`src/design/pdc_pkg.sv`:
```
// ============================================================================
// pdc_pkg
// Shared constants, codes and control structs for the point dedup collector.
// ============================================================================
package pdc_pkg;

    // Default sizing of the point table and the coordinate width.
    localparam int MAX_POINTS_DEF = 30;
    localparam int COORD_BITS_DEF = 16;

    // Fixed widths of the channel and register fields.
    localparam int FUNC_W   = 2;
    localparam int POS_W    = 16;
    localparam int INDEX_W  = 5;
    localparam int STATUS_W = 3;
    localparam int COUNT_W  = 5;
    localparam int RANGE_W  = 8;

    // Function codes of an input beat.
    localparam logic [FUNC_W-1:0] FUNC_CAND  = 2'd0;
    localparam logic [FUNC_W-1:0] FUNC_READ  = 2'd1;
    localparam logic [FUNC_W-1:0] FUNC_CLEAR = 2'd2;

    // Result status codes.
    localparam logic [STATUS_W-1:0] ST_NO_HIT    = 3'd0;
    localparam logic [STATUS_W-1:0] ST_STORED    = 3'd1;
    localparam logic [STATUS_W-1:0] ST_TOO_CLOSE = 3'd2;
    localparam logic [STATUS_W-1:0] ST_FULL_END  = 3'd3;
    localparam logic [STATUS_W-1:0] ST_IGNORED   = 3'd4;
    localparam logic [STATUS_W-1:0] ST_READ_OK   = 3'd5;
    localparam logic [STATUS_W-1:0] ST_BAD_INDEX = 3'd6;
    localparam logic [STATUS_W-1:0] ST_CLEARED   = 3'd7;

    // Configuration registers: index, reset value and bus width.
    localparam int APB_ADDR_W = 3;
    localparam int APB_DATA_W = 32;
    localparam logic REG_RANGE_MIN     = 1'b0;
    localparam logic REG_EXIT_ON_FIRST = 1'b1;
    localparam logic [RANGE_W-1:0] RANGE_MIN_RST = 8'd50;
    localparam logic EXIT_ON_FIRST_RST = 1'b0;

    // Commands from the controller to the datapath.
    typedef struct packed {
        logic                load_item;
        logic                scan_clr;
        logic                scan_rd;
        logic                idx_rd;
        logic                finish;
        logic [STATUS_W-1:0] status;
        logic                store;
        logic                set_done;
        logic                clear;
    } pdc_cmd_t;

    // Status from the datapath to the controller.
    typedef struct packed {
        logic [FUNC_W-1:0] func;
        logic              hit;
        logic              done;
        logic              full;
        logic              empty;
        logic              idx_ok;
        logic              scan_last;
        logic              near;
        logic              out_free;
    } pdc_stat_t;

endpackage

```
`src/design/pdc_item_if.sv`:
```
// ============================================================================
// pdc_item_if
// Input channel of the point dedup collector: one request beat.
// ============================================================================
interface pdc_item_if;
    logic                            valid;
    logic                            ready;
    logic [pdc_pkg::FUNC_W-1:0]      func;
    logic [pdc_pkg::POS_W-1:0]       pos_x;
    logic [pdc_pkg::POS_W-1:0]       pos_y;
    logic                            hit;
    logic [pdc_pkg::INDEX_W-1:0]     entry_index;

    modport source (output valid, func, pos_x, pos_y, hit, entry_index, input ready);
    modport sink   (input valid, func, pos_x, pos_y, hit, entry_index, output ready);
endinterface

```
`src/design/pdc_result_if.sv`:
```
// ============================================================================
// pdc_result_if
// Output channel of the point dedup collector: one result beat.
// ============================================================================
interface pdc_result_if;
    logic                            valid;
    logic                            ready;
    logic [pdc_pkg::STATUS_W-1:0]    status;
    logic [pdc_pkg::COUNT_W-1:0]     point_count;
    logic [pdc_pkg::POS_W-1:0]       read_x;
    logic [pdc_pkg::POS_W-1:0]       read_y;
    logic                            finished;

    modport source (output valid, status, point_count, read_x, read_y, finished, input ready);
    modport sink   (input valid, status, point_count, read_x, read_y, finished, output ready);
endinterface

```
`src/design/pdc_ctrl.sv`:
```
// ============================================================================
// pdc_ctrl
// Controller state machine: decodes the captured beat, sequences the table
// scan and the entry reads, and issues the finishing command.
// ============================================================================
module pdc_ctrl
(
    input  logic                clk,
    input  logic                rst_n,
    input  logic                item_valid,
    output logic                item_ready,
    input  logic                exit_on_first,
    input  pdc_pkg::pdc_stat_t  st,
    output pdc_pkg::pdc_cmd_t   cmd
);

    localparam logic [2:0] S_IDLE   = 3'd0;
    localparam logic [2:0] S_DECIDE = 3'd1;
    localparam logic [2:0] S_SCAN   = 3'd2;
    localparam logic [2:0] S_DRAIN  = 3'd3;
    localparam logic [2:0] S_RDWAIT = 3'd4;

    logic [2:0] state_reg;
    logic [2:0] state_next;
    logic       want_fin;
    logic [pdc_pkg::STATUS_W-1:0] fin_status;
    logic       fin_store;
    logic       fin_set_done;
    logic       fin_clear;

    assign item_ready = (state_reg == S_IDLE);

    // Next state and the wanted finishing action.
    always_comb
    begin
        state_next   = state_reg;
        want_fin     = 1'b0;
        fin_status   = pdc_pkg::ST_IGNORED;
        fin_store    = 1'b0;
        fin_set_done = 1'b0;
        fin_clear    = 1'b0;
        cmd          = '0;
        unique case (state_reg)
            S_IDLE:
            begin
                cmd.load_item = item_valid;
                if (item_valid)
                begin
                    state_next = S_DECIDE;
                end
            end
            S_DECIDE:
            begin
                unique case (st.func)
                    pdc_pkg::FUNC_CAND:
                    begin
                        if (st.done)
                        begin
                            want_fin   = 1'b1;
                            fin_status = pdc_pkg::ST_IGNORED;
                        end
                        else if (!st.hit)
                        begin
                            want_fin   = 1'b1;
                            fin_status = pdc_pkg::ST_NO_HIT;
                        end
                        else if (st.full)
                        begin
                            want_fin     = 1'b1;
                            fin_status   = pdc_pkg::ST_FULL_END;
                            fin_set_done = 1'b1;
                        end
                        else if (st.empty)
                        begin
                            // Nothing stored yet, so nothing can be too close.
                            want_fin     = 1'b1;
                            fin_status   = pdc_pkg::ST_STORED;
                            fin_store    = 1'b1;
                            fin_set_done = exit_on_first;
                        end
                        else
                        begin
                            cmd.scan_clr = 1'b1;
                            state_next   = S_SCAN;
                        end
                    end
                    pdc_pkg::FUNC_READ:
                    begin
                        if (st.idx_ok)
                        begin
                            cmd.idx_rd = 1'b1;
                            state_next = S_RDWAIT;
                        end
                        else
                        begin
                            want_fin   = 1'b1;
                            fin_status = pdc_pkg::ST_BAD_INDEX;
                        end
                    end
                    pdc_pkg::FUNC_CLEAR:
                    begin
                        want_fin   = 1'b1;
                        fin_status = pdc_pkg::ST_CLEARED;
                        fin_clear  = 1'b1;
                    end
                    default:
                    begin
                        want_fin   = 1'b1;
                        fin_status = pdc_pkg::ST_IGNORED;
                    end
                endcase
            end
            S_SCAN:
            begin
                cmd.scan_rd = 1'b1;
                if (st.scan_last)
                begin
                    state_next = S_DRAIN;
                end
            end
            S_DRAIN:
            begin
                want_fin     = 1'b1;
                fin_status   = st.near ? pdc_pkg::ST_TOO_CLOSE : pdc_pkg::ST_STORED;
                fin_store    = !st.near;
                fin_set_done = !st.near && exit_on_first;
            end
            S_RDWAIT:
            begin
                want_fin   = 1'b1;
                fin_status = pdc_pkg::ST_READ_OK;
            end
            default:
            begin
                state_next = S_IDLE;
            end
        endcase

        // A result is only issued once the output register is free.
        if (want_fin && st.out_free)
        begin
            cmd.finish   = 1'b1;
            cmd.status   = fin_status;
            cmd.store    = fin_store;
            cmd.set_done = fin_set_done;
            cmd.clear    = fin_clear;
            state_next   = S_IDLE;
        end
    end

    // State register.
    always_ff @(posedge clk or negedge rst_n)
    begin
        if (!rst_n)
        begin
            state_reg <= S_IDLE;
        end
        else
        begin
            state_reg <= state_next;
        end
    end

endmodule

```
`src/design/pdc_dp.sv`:
```
// ============================================================================
// pdc_dp
// Datapath: captured beat, point memory with registered read, distance
// compare, point count and done flag, and the result register.
// ============================================================================
module pdc_dp
#(
    parameter int MAX_POINTS = pdc_pkg::MAX_POINTS_DEF,
    parameter int COORD_BITS = pdc_pkg::COORD_BITS_DEF
)
(
    input  logic                            clk,
    input  logic                            rst_n,
    input  logic [pdc_pkg::RANGE_W-1:0]     range_min,
    input  pdc_pkg::pdc_cmd_t               cmd,
    output pdc_pkg::pdc_stat_t              st,
    input  logic [pdc_pkg::FUNC_W-1:0]      func,
    input  logic [pdc_pkg::POS_W-1:0]       pos_x,
    input  logic [pdc_pkg::POS_W-1:0]       pos_y,
    input  logic                            hit,
    input  logic [pdc_pkg::INDEX_W-1:0]     entry_index,
    output logic                            out_valid,
    input  logic                            out_ready,
    output logic [pdc_pkg::STATUS_W-1:0]    out_status,
    output logic [pdc_pkg::COUNT_W-1:0]     out_point_count,
    output logic [pdc_pkg::POS_W-1:0]       out_read_x,
    output logic [pdc_pkg::POS_W-1:0]       out_read_y,
    output logic                            out_finished
);

    localparam int CNT_W   = $clog2(MAX_POINTS + 1);
    localparam int ADDR_W  = (MAX_POINTS > 1) ? $clog2(MAX_POINTS) : 1;
    localparam int CMP_W   = (CNT_W > pdc_pkg::INDEX_W) ? CNT_W : pdc_pkg::INDEX_W;
    localparam int ENTRY_W = 2 * COORD_BITS;

    // Captured beat.
    logic [pdc_pkg::FUNC_W-1:0] func_reg;
    logic [COORD_BITS-1:0]      x_reg;
    logic [COORD_BITS-1:0]      y_reg;
    logic                       hit_reg;
    logic [CMP_W-1:0]           idx_reg;

    // Table state.
    logic [ENTRY_W-1:0] pt_mem [MAX_POINTS];
    logic [CNT_W-1:0]   count_reg;
    logic [CNT_W-1:0]   count_next;
    logic               done_reg;
    logic               done_next;

    // Scan and read path.
    logic [ADDR_W-1:0]  scan_addr_reg;
    logic [ADDR_W-1:0]  rd_addr;
    logic               rd_en;
    logic [ENTRY_W-1:0] rd_data_reg;
    logic               rd_vld_reg;
    logic               near_reg;
    logic               near_now;
    logic [COORD_BITS-1:0] sx;
    logic [COORD_BITS-1:0] sy;
    logic [COORD_BITS-1:0] dx;
    logic [COORD_BITS-1:0] dy;
    logic [COORD_BITS-1:0] rng;

    // Result register.
    logic                            out_valid_reg;
    logic [pdc_pkg::STATUS_W-1:0]    status_reg;
    logic [pdc_pkg::COUNT_W-1:0]     pcount_reg;
    logic [pdc_pkg::POS_W-1:0]       read_x_reg;
    logic [pdc_pkg::POS_W-1:0]       read_y_reg;
    logic                            finished_reg;

    // Capture the accepted beat; coordinates keep only the stored width.
    always_ff @(posedge clk)
    begin
        if (cmd.load_item)
        begin
            func_reg <= func;
            x_reg    <= pos_x[COORD_BITS-1:0];
            y_reg    <= pos_y[COORD_BITS-1:0];
            hit_reg  <= hit;
            idx_reg  <= CMP_W'(entry_index);
        end
    end

    // Point memory: one write port, one registered read port.
    assign rd_en   = cmd.scan_rd || cmd.idx_rd;
    assign rd_addr = cmd.scan_rd ? scan_addr_reg : idx_reg[ADDR_W-1:0];

    always_ff @(posedge clk)
    begin
        if (cmd.finish && cmd.store)
        begin
            pt_mem[count_reg[ADDR_W-1:0]] <= {x_reg, y_reg};
        end
        if (rd_en)
        begin
            rd_data_reg <= pt_mem[rd_addr];
        end
    end

    // Per-axis distance check against the entry read last cycle.
    assign sx  = rd_data_reg[ENTRY_W-1:COORD_BITS];
    assign sy  = rd_data_reg[COORD_BITS-1:0];
    assign dx  = (x_reg >= sx) ? (x_reg - sx) : (sx - x_reg);
    assign dy  = (y_reg >= sy) ? (y_reg - sy) : (sy - y_reg);
    assign rng = COORD_BITS'(range_min);
    assign near_now = rd_vld_reg && (dx < rng) && (dy < rng);

    // Scan address, read-valid pipeline bit and sticky near flag.
    always_ff @(posedge clk or negedge rst_n)
    begin
        if (!rst_n)
        begin
            scan_addr_reg <= '0;
            rd_vld_reg    <= 1'b0;
            near_reg      <= 1'b0;
        end
        else
        begin
            rd_vld_reg <= cmd.scan_rd;
            if (cmd.scan_clr)
            begin
                scan_addr_reg <= '0;
                near_reg      <= 1'b0;
            end
            else
            begin
                if (cmd.scan_rd)
                begin
                    scan_addr_reg <= ADDR_W'(scan_addr_reg + 1'b1);
                end
                if (near_now)
                begin
                    near_reg <= 1'b1;
                end
            end
        end
    end

    // Count and done flag after the finishing action.
    always_comb
    begin
        count_next = count_reg;
        done_next  = done_reg;
        if (cmd.finish)
        begin
            if (cmd.clear)
            begin
                count_next = '0;
                done_next  = 1'b0;
            end
            if (cmd.store)
            begin
                count_next = CNT_W'(count_reg + 1'b1);
            end
            if (cmd.set_done)
            begin
                done_next = 1'b1;
            end
        end
    end

    always_ff @(posedge clk or negedge rst_n)
    begin
        if (!rst_n)
        begin
            count_reg <= '0;
            done_reg  <= 1'b0;
        end
        else
        begin
            count_reg <= count_next;
            done_reg  <= done_next;
        end
    end

    // Result register: valid is control, the payload loads on finish.
    always_ff @(posedge clk or negedge rst_n)
    begin
        if (!rst_n)
        begin
            out_valid_reg <= 1'b0;
        end
        else if (cmd.finish)
        begin
            out_valid_reg <= 1'b1;
        end
        else if (out_ready)
        begin
            out_valid_reg <= 1'b0;
        end
    end

    always_ff @(posedge clk)
    begin
        if (cmd.finish)
        begin
            status_reg   <= cmd.status;
            pcount_reg   <= pdc_pkg::COUNT_W'(count_next);
            finished_reg <= done_next;
            if (cmd.status == pdc_pkg::ST_READ_OK)
            begin
                read_x_reg <= pdc_pkg::POS_W'(sx);
                read_y_reg <= pdc_pkg::POS_W'(sy);
            end
            else
            begin
                read_x_reg <= '0;
                read_y_reg <= '0;
            end
        end
    end

    assign out_valid       = out_valid_reg;
    assign out_status      = status_reg;
    assign out_point_count = pcount_reg;
    assign out_read_x      = read_x_reg;
    assign out_read_y      = read_y_reg;
    assign out_finished    = finished_reg;

    // Status toward the controller.
    always_comb
    begin
        st.func      = func_reg;
        st.hit       = hit_reg;
        st.done      = done_reg;
        st.full      = (count_reg >= CNT_W'(MAX_POINTS));
        st.empty     = (count_reg == '0);
        st.idx_ok    = (idx_reg < CMP_W'(count_reg));
        st.scan_last = (CNT_W'(CNT_W'(scan_addr_reg) + 1'b1) == count_reg);
        st.near      = near_reg || near_now;
        st.out_free  = !out_valid_reg || out_ready;
    end

endmodule

```
`src/design/point_dedup_collector.sv`:
```
// ============================================================================
// point_dedup_collector
// Collects matching scan points into a table, rejecting near duplicates; also serves entry reads and clears.
// ============================================================================
// One request beat is handled at a time. A matching candidate that has to be
// checked against N stored points is compared one entry per cycle through
// the single read port of the point memory; an entry read also passes
// through that registered port. The result sits in an output register, so
// the next request is taken as soon as the previous one has been issued
// there. The table needs no clearing pass after reset: entries beyond the
// point count are never read.
module point_dedup_collector
#(
    parameter int MAX_POINTS = pdc_pkg::MAX_POINTS_DEF,
    parameter int COORD_BITS = pdc_pkg::COORD_BITS_DEF
)
(
    input  logic                                clk,
    input  logic                                rst_n,
    pdc_item_if.sink                            item_in,
    pdc_result_if.source                        result_out,
    input  logic                                psel,
    input  logic                                penable,
    input  logic                                pwrite,
    input  logic [pdc_pkg::APB_ADDR_W-1:0]      paddr,
    input  logic [pdc_pkg::APB_DATA_W-1:0]      pwdata,
    output logic [pdc_pkg::APB_DATA_W-1:0]      prdata,
    output logic                                pready
);

    logic [pdc_pkg::RANGE_W-1:0] range_min_reg;
    logic                        exit_on_first_reg;
    logic                        cfg_wr;
    pdc_pkg::pdc_cmd_t           cmd;
    pdc_pkg::pdc_stat_t          st;

    // Configuration registers, written in the access phase.
    assign pready = 1'b1;
    assign cfg_wr = psel && penable && pwrite && pready;

    always_ff @(posedge clk or negedge rst_n)
    begin
        if (!rst_n)
        begin
            range_min_reg     <= pdc_pkg::RANGE_MIN_RST;
            exit_on_first_reg <= pdc_pkg::EXIT_ON_FIRST_RST;
        end
        else if (cfg_wr)
        begin
            unique case (paddr[2])
                pdc_pkg::REG_RANGE_MIN:     range_min_reg     <= pwdata[pdc_pkg::RANGE_W-1:0];
                pdc_pkg::REG_EXIT_ON_FIRST: exit_on_first_reg <= pwdata[0];
                default:                    range_min_reg     <= range_min_reg;
            endcase
        end
    end

    // Register read-back.
    always_comb
    begin
        unique case (paddr[2])
            pdc_pkg::REG_RANGE_MIN:     prdata = pdc_pkg::APB_DATA_W'(range_min_reg);
            pdc_pkg::REG_EXIT_ON_FIRST: prdata = pdc_pkg::APB_DATA_W'(exit_on_first_reg);
            default:                    prdata = '0;
        endcase
    end

    // Controller.
    pdc_ctrl u_ctrl
    (
        .clk           (clk),
        .rst_n         (rst_n),
        .item_valid    (item_in.valid),
        .item_ready    (item_in.ready),
        .exit_on_first (exit_on_first_reg),
        .st            (st),
        .cmd           (cmd)
    );

    // Datapath.
    pdc_dp
    #(
        .MAX_POINTS (MAX_POINTS),
        .COORD_BITS (COORD_BITS)
    )
    u_dp
    (
        .clk             (clk),
        .rst_n           (rst_n),
        .range_min       (range_min_reg),
        .cmd             (cmd),
        .st              (st),
        .func            (item_in.func),
        .pos_x           (item_in.pos_x),
        .pos_y           (item_in.pos_y),
        .hit             (item_in.hit),
        .entry_index     (item_in.entry_index),
        .out_valid       (result_out.valid),
        .out_ready       (result_out.ready),
        .out_status      (result_out.status),
        .out_point_count (result_out.point_count),
        .out_read_x      (result_out.read_x),
        .out_read_y      (result_out.read_y),
        .out_finished    (result_out.finished)
    );

endmodule

```
`src/flat_wrapper.sv`:
```
// flat-port wrapper written by rule: the top's interface ports become plain ports
module point_dedup_collector_flat 
#(
    parameter int MAX_POINTS = pdc_pkg::MAX_POINTS_DEF,
    parameter int COORD_BITS = pdc_pkg::COORD_BITS_DEF
)
  (clk, rst_n, psel, penable, pwrite, paddr, pwdata, prdata, pready, item_in_valid, item_in_func, item_in_pos_x, item_in_pos_y, item_in_hit, item_in_entry_index, item_in_ready, result_out_valid, result_out_status, result_out_point_count, result_out_read_x, result_out_read_y, result_out_finished, result_out_ready);
  pdc_item_if item_in_i ();
  pdc_result_if result_out_i ();
  input  logic clk;
  input  logic rst_n;
  input  logic psel;
  input  logic penable;
  input  logic pwrite;
  input  logic [pdc_pkg::APB_ADDR_W-1:0] paddr;
  input  logic [pdc_pkg::APB_DATA_W-1:0] pwdata;
  output logic [pdc_pkg::APB_DATA_W-1:0] prdata;
  output logic pready;
  input wire logic [$bits(item_in_i.valid)-1:0] item_in_valid;
  input wire logic [$bits(item_in_i.func)-1:0] item_in_func;
  input wire logic [$bits(item_in_i.pos_x)-1:0] item_in_pos_x;
  input wire logic [$bits(item_in_i.pos_y)-1:0] item_in_pos_y;
  input wire logic [$bits(item_in_i.hit)-1:0] item_in_hit;
  input wire logic [$bits(item_in_i.entry_index)-1:0] item_in_entry_index;
  output wire logic [$bits(item_in_i.ready)-1:0] item_in_ready;
  output wire logic [$bits(result_out_i.valid)-1:0] result_out_valid;
  output wire logic [$bits(result_out_i.status)-1:0] result_out_status;
  output wire logic [$bits(result_out_i.point_count)-1:0] result_out_point_count;
  output wire logic [$bits(result_out_i.read_x)-1:0] result_out_read_x;
  output wire logic [$bits(result_out_i.read_y)-1:0] result_out_read_y;
  output wire logic [$bits(result_out_i.finished)-1:0] result_out_finished;
  input wire logic [$bits(result_out_i.ready)-1:0] result_out_ready;
  assign item_in_i.valid = item_in_valid;
  assign item_in_i.func = item_in_func;
  assign item_in_i.pos_x = item_in_pos_x;
  assign item_in_i.pos_y = item_in_pos_y;
  assign item_in_i.hit = item_in_hit;
  assign item_in_i.entry_index = item_in_entry_index;
  assign item_in_ready = item_in_i.ready;
  assign result_out_valid = result_out_i.valid;
  assign result_out_status = result_out_i.status;
  assign result_out_point_count = result_out_i.point_count;
  assign result_out_read_x = result_out_i.read_x;
  assign result_out_read_y = result_out_i.read_y;
  assign result_out_finished = result_out_i.finished;
  assign result_out_i.ready = result_out_ready;
  point_dedup_collector #(.MAX_POINTS(MAX_POINTS), .COORD_BITS(COORD_BITS)) u_core (.clk(clk), .rst_n(rst_n), .item_in(item_in_i), .result_out(result_out_i), .psel(psel), .penable(penable), .pwrite(pwrite), .paddr(paddr), .pwdata(pwdata), .prdata(prdata), .pready(pready));
endmodule
```
`config.mk`:
```
export PLATFORM = sky130hd
export DESIGN_NAME = point_dedup_collector_flat
export DESIGN_NICKNAME = d
export VERILOG_FILES = /design/src/design/pdc_pkg.sv /design/src/design/pdc_item_if.sv /design/src/design/pdc_result_if.sv /design/src/design/pdc_ctrl.sv /design/src/design/pdc_dp.sv /design/src/design/point_dedup_collector.sv /design/src/flat_wrapper.sv
export SDC_FILE = /design/constraint.sdc
export NUM_CORES = 1
export LEC_CHECK = 0
export BUFFER_PORTS_ARGS = -buffer_cell sky130_fd_sc_hd__buf_4
export CAP_MARGIN = 15
export CORE_MARGIN = 4
export CORE_UTILIZATION = 35
export CTS_BUF_LIST = sky130_fd_sc_hd__clkbuf_8 sky130_fd_sc_hd__clkbuf_16
export DETAILED_ROUTE_END_ITERATION = 8
export PLACE_DENSITY = 0.53
export SETUP_SLACK_MARGIN = 0.2
export SLEW_MARGIN = 20
export SYNTH_ARGS = -nofsm -noshare
export SYNTH_HDL_FRONTEND = slang
export SYNTH_SLANG_ARGS = --single-unit
```
`constraint.sdc`:
```
create_clock -name clk -period 10.9 [get_ports clk]
set_input_delay 2.18 -clock clk [delete_from_list [all_inputs] [get_ports clk]]
set_output_delay 2.18 -clock clk [all_outputs]
set_load 0.01 [all_outputs]
```
==> results.toml <==
[final_layout]
utilization_pct = 40.5
drive_gt1_share_pct = 25.1
syn_to_final_growth_pct = 14.8
final_common_cell = "edfxtp_1"
final_area_um2 = 52600
largest_reg_flops = 960
final_cell_mix = "edfxtp_1 (1,073), mux4_2 (256), nand2_1 (199)"
fin_nets = 2862

[clock_network]
cts.hold.buffers_added = 0
post_cts_resized = 0
cts_buffers = 111
cts_tree = "done"
cts.path.max_buffers = 3
cts_max_level = 3
cts_root_buf = "clkbuf_16"
path_clk_slew_ns = 0.06
postCtsSetupBuffers = 0
cts_sinks = 1099
clock_latency_ns = 0.70

[synth]
ys_seq_area_share_pct = 71.7
netlist-cell-type-count = 76
synth_flop_cell = "edfxtp_1"
synth_top_area_cell = "edfxtp_1"
syn_inst = 2518
netlist_top_cells_area = "edfxtp_1 (70%), mux4_2 (13%), ha_1 (2.4%)"
synth-edff-count = 1073
syn_avg_cell_area_um2 = 18.2
yosysTopAreaCellShare_pct = 70.3
ys_ff_latch = 1099
yosysWarnings = 0
syn_area_um2 = 45800
postSynth.asyncResetShare_pct = 2.37

[global_route]
antenna_found_initial = 4
grt_pass1_vias = 24300
track_usage_pct = 17.1
grt_pass1_wl_mm = 170
gr-total-overflow = 0
grt_max_degree = 93

[critical_path]
end_kind = "flop"
cp-start-kind = "flop"
worstPathArrival_ns = 7.52
cp_max_fo = 32
worstRegToRegCells = 21
cp.required_ns = 11.22
crit_type = "reg -> reg"

[die]
pin_count = 158
core_area_um2 = 130000
die_h_um = 370
rows = 132
die_area_um2 = 137000
die_w_um = 370
start_util_pct = 35.3

[placement]
dpl-instance-area_um2 = 48800
post-dp-hpwl_mm = 63.8
place_congestion = 0.871
pre_cts_slack_ns = 3.51
io_buffers = 106

[route]
first_pass_iters = 6
drt_wl_total_mm = 118
wl_per_cell_um = 26.1
vias_per_cell = 5.31
postRouteAntennaNets = 0
drc_errors = 0
vias = 24000
drt_iter0_drc = 2216

[timing]
skew_ns = 0.0245
finalSetupTns_ns = 0
hold_violations = 0
rsz0062_at_grt = "false"
slew_headroom_pct = 26.7
period_needed_ns = 7.20
fmax_ghz = 0.139
tightest_slew_ns = 1.10
slew_viol_final = 0
period_share_pct = 66.1
setup_ws_ns = 3.70
setup_viol = 0

[min_path]
hp-class = "reg -> reg"
hold_depth = 1

[run]
cap_violations = 0

[power_and_ir_drop]
max-vdd-ir-drop_mv = 0.151
leakagePower_uw = 0.0177
power_density_nw_per_um2 = 260

[status]
status = "completed"
report_power, final:
group          internal, uW  switching (uW)
clock network          2210            1600
registers              5120             259
logic                  1890            2620
per-layer routing:
metal  track usage (%)  up-vias  routed length [um]  share of wire (%)
met5                 0        -                  13              0.011
met1              23.3    12800               50800                 43
li1                  -    10300                   -                  -
met2              28.5      754               57600                 49
met4              4.54        2                3060                2.6
met3              3.08      189                6580                5.6
cells in the mapped netlist (3+ instances only):
cell type	count
a2111oi_0	3
a211oi_1	12
a21boi_0	3
a21o_1	15
a21oi_1	91
a221o_1	3
a221oi_1	8
a31oi_1	6
and2_1	43
and3_1	33
buf_1	11
buf_2	28
buf_4	31
buf_6	5
clkbuf_1	68
dfrtp_1	23
dfstp_2	3
edfxtp_1	1073
fa_1	4
ha_1	89
inv_1	88
mux2_2	44
mux2i_1	22
mux4_2	256
nand2_1	200
nand2b_1	7
nand3_1	49
nand3b_1	5
nand4_1	13
nor2_1	72
nor2b_1	10
nor3_1	15
nor3b_1	3
o211ai_1	11
o21a_1	11
o21ai_0	62
o21bai_1	7
o221ai_1	3
o311ai_0	3
o31ai_1	4
or3_1	3
xnor2_1	23
xor2_1	11
path summary, 6_finish.rpt:
kind / startpoint / endpoint / slack, ns
worst min register to register: u_core.range_min_reg[7]$_DFFE_PN0P_ / u_core.range_min_reg[7]$_DFFE_PN0P_ / 0.51
max in group asynchronous: rst_n / u_core.range_min_reg[1]$_DFFE_PN1P_ / 9.16
min in group asynchronous: rst_n / u_core.u_dp.count_reg[2]$_DFF_PN0_ / 1.41
worst max-delay path: u_core.u_dp.x_reg[7]$_DFFE_PP_ / u_core.u_dp.pt_mem[5][27]$_DFFE_PP_ / 3.70
worst min-delay path: u_core.range_min_reg[7]$_DFFE_PN0P_ / u_core.range_min_reg[7]$_DFFE_PN0P_ / 0.51
worst max register to register: u_core.u_dp.x_reg[7]$_DFFE_PP_ / u_core.u_dp.pt_mem[5][27]$_DFFE_PP_ / 3.70
worst max-delay path, stage by stage, from the launching register on:
cell	delay, ns
edfxtp_1	0.98
inv_1	0.10
ha_1	0.42
nand2_1	0.16
a21oi_1	0.06
a211oi_1	0.35
o31a_1	0.68
nand3_1	0.15
nand3_1	0.13
nand3_1	0.11
a221o_1	0.32
a221oi_1	0.30
xnor2_1	0.20
ha_1	0.35
o2111ai_1	0.14
nand4_1	0.10
a211oi_1	0.06
nand4_2	0.22
o21bai_4	0.11
a21oi_4	0.57
and3_2	0.64
buf_4	0.60
cell type report:
cell class / count / area [um2]
Fill cell: 11600 / 77200
Sequential cell: 1099 / 32900
Multi-Input combinational cell: 1209 / 12100
Clock buffer: 120 / 2970
Tap cell: 1742 / 2180
Timing Repair Buffer: 176 / 1420
Clock inverter: 86 / 698
Inverter: 90 / 338
Antenna cell: 2 / 5.00
kinds of logic (layout without fill, tap and decap cells):
logic type      count (synthesis)  after routing  synth area share (%)
simple gates                  471            471                  4.95
buf+inv                       233            472                  2.32
flops                        1099           1099                  71.7
xor+xnor                       34             34                 0.649
compound gates                264            264                  3.62
other cells                     2             27                0.0164
mux                           322            322                  14.1
fa+ha+maj                      93             93                  2.60
stage by stage:
step	hold slack [ns]	power, uW	instances
floorplan	0.479	8550	2541
global placement	0.491	9920	4309
detailed placement	0.497	10000	4309
CTS	0.513	13800	4515
global route	0.524	14400	4522
finish	0.511	13700	4524
(Power assumes the default switching activity.)
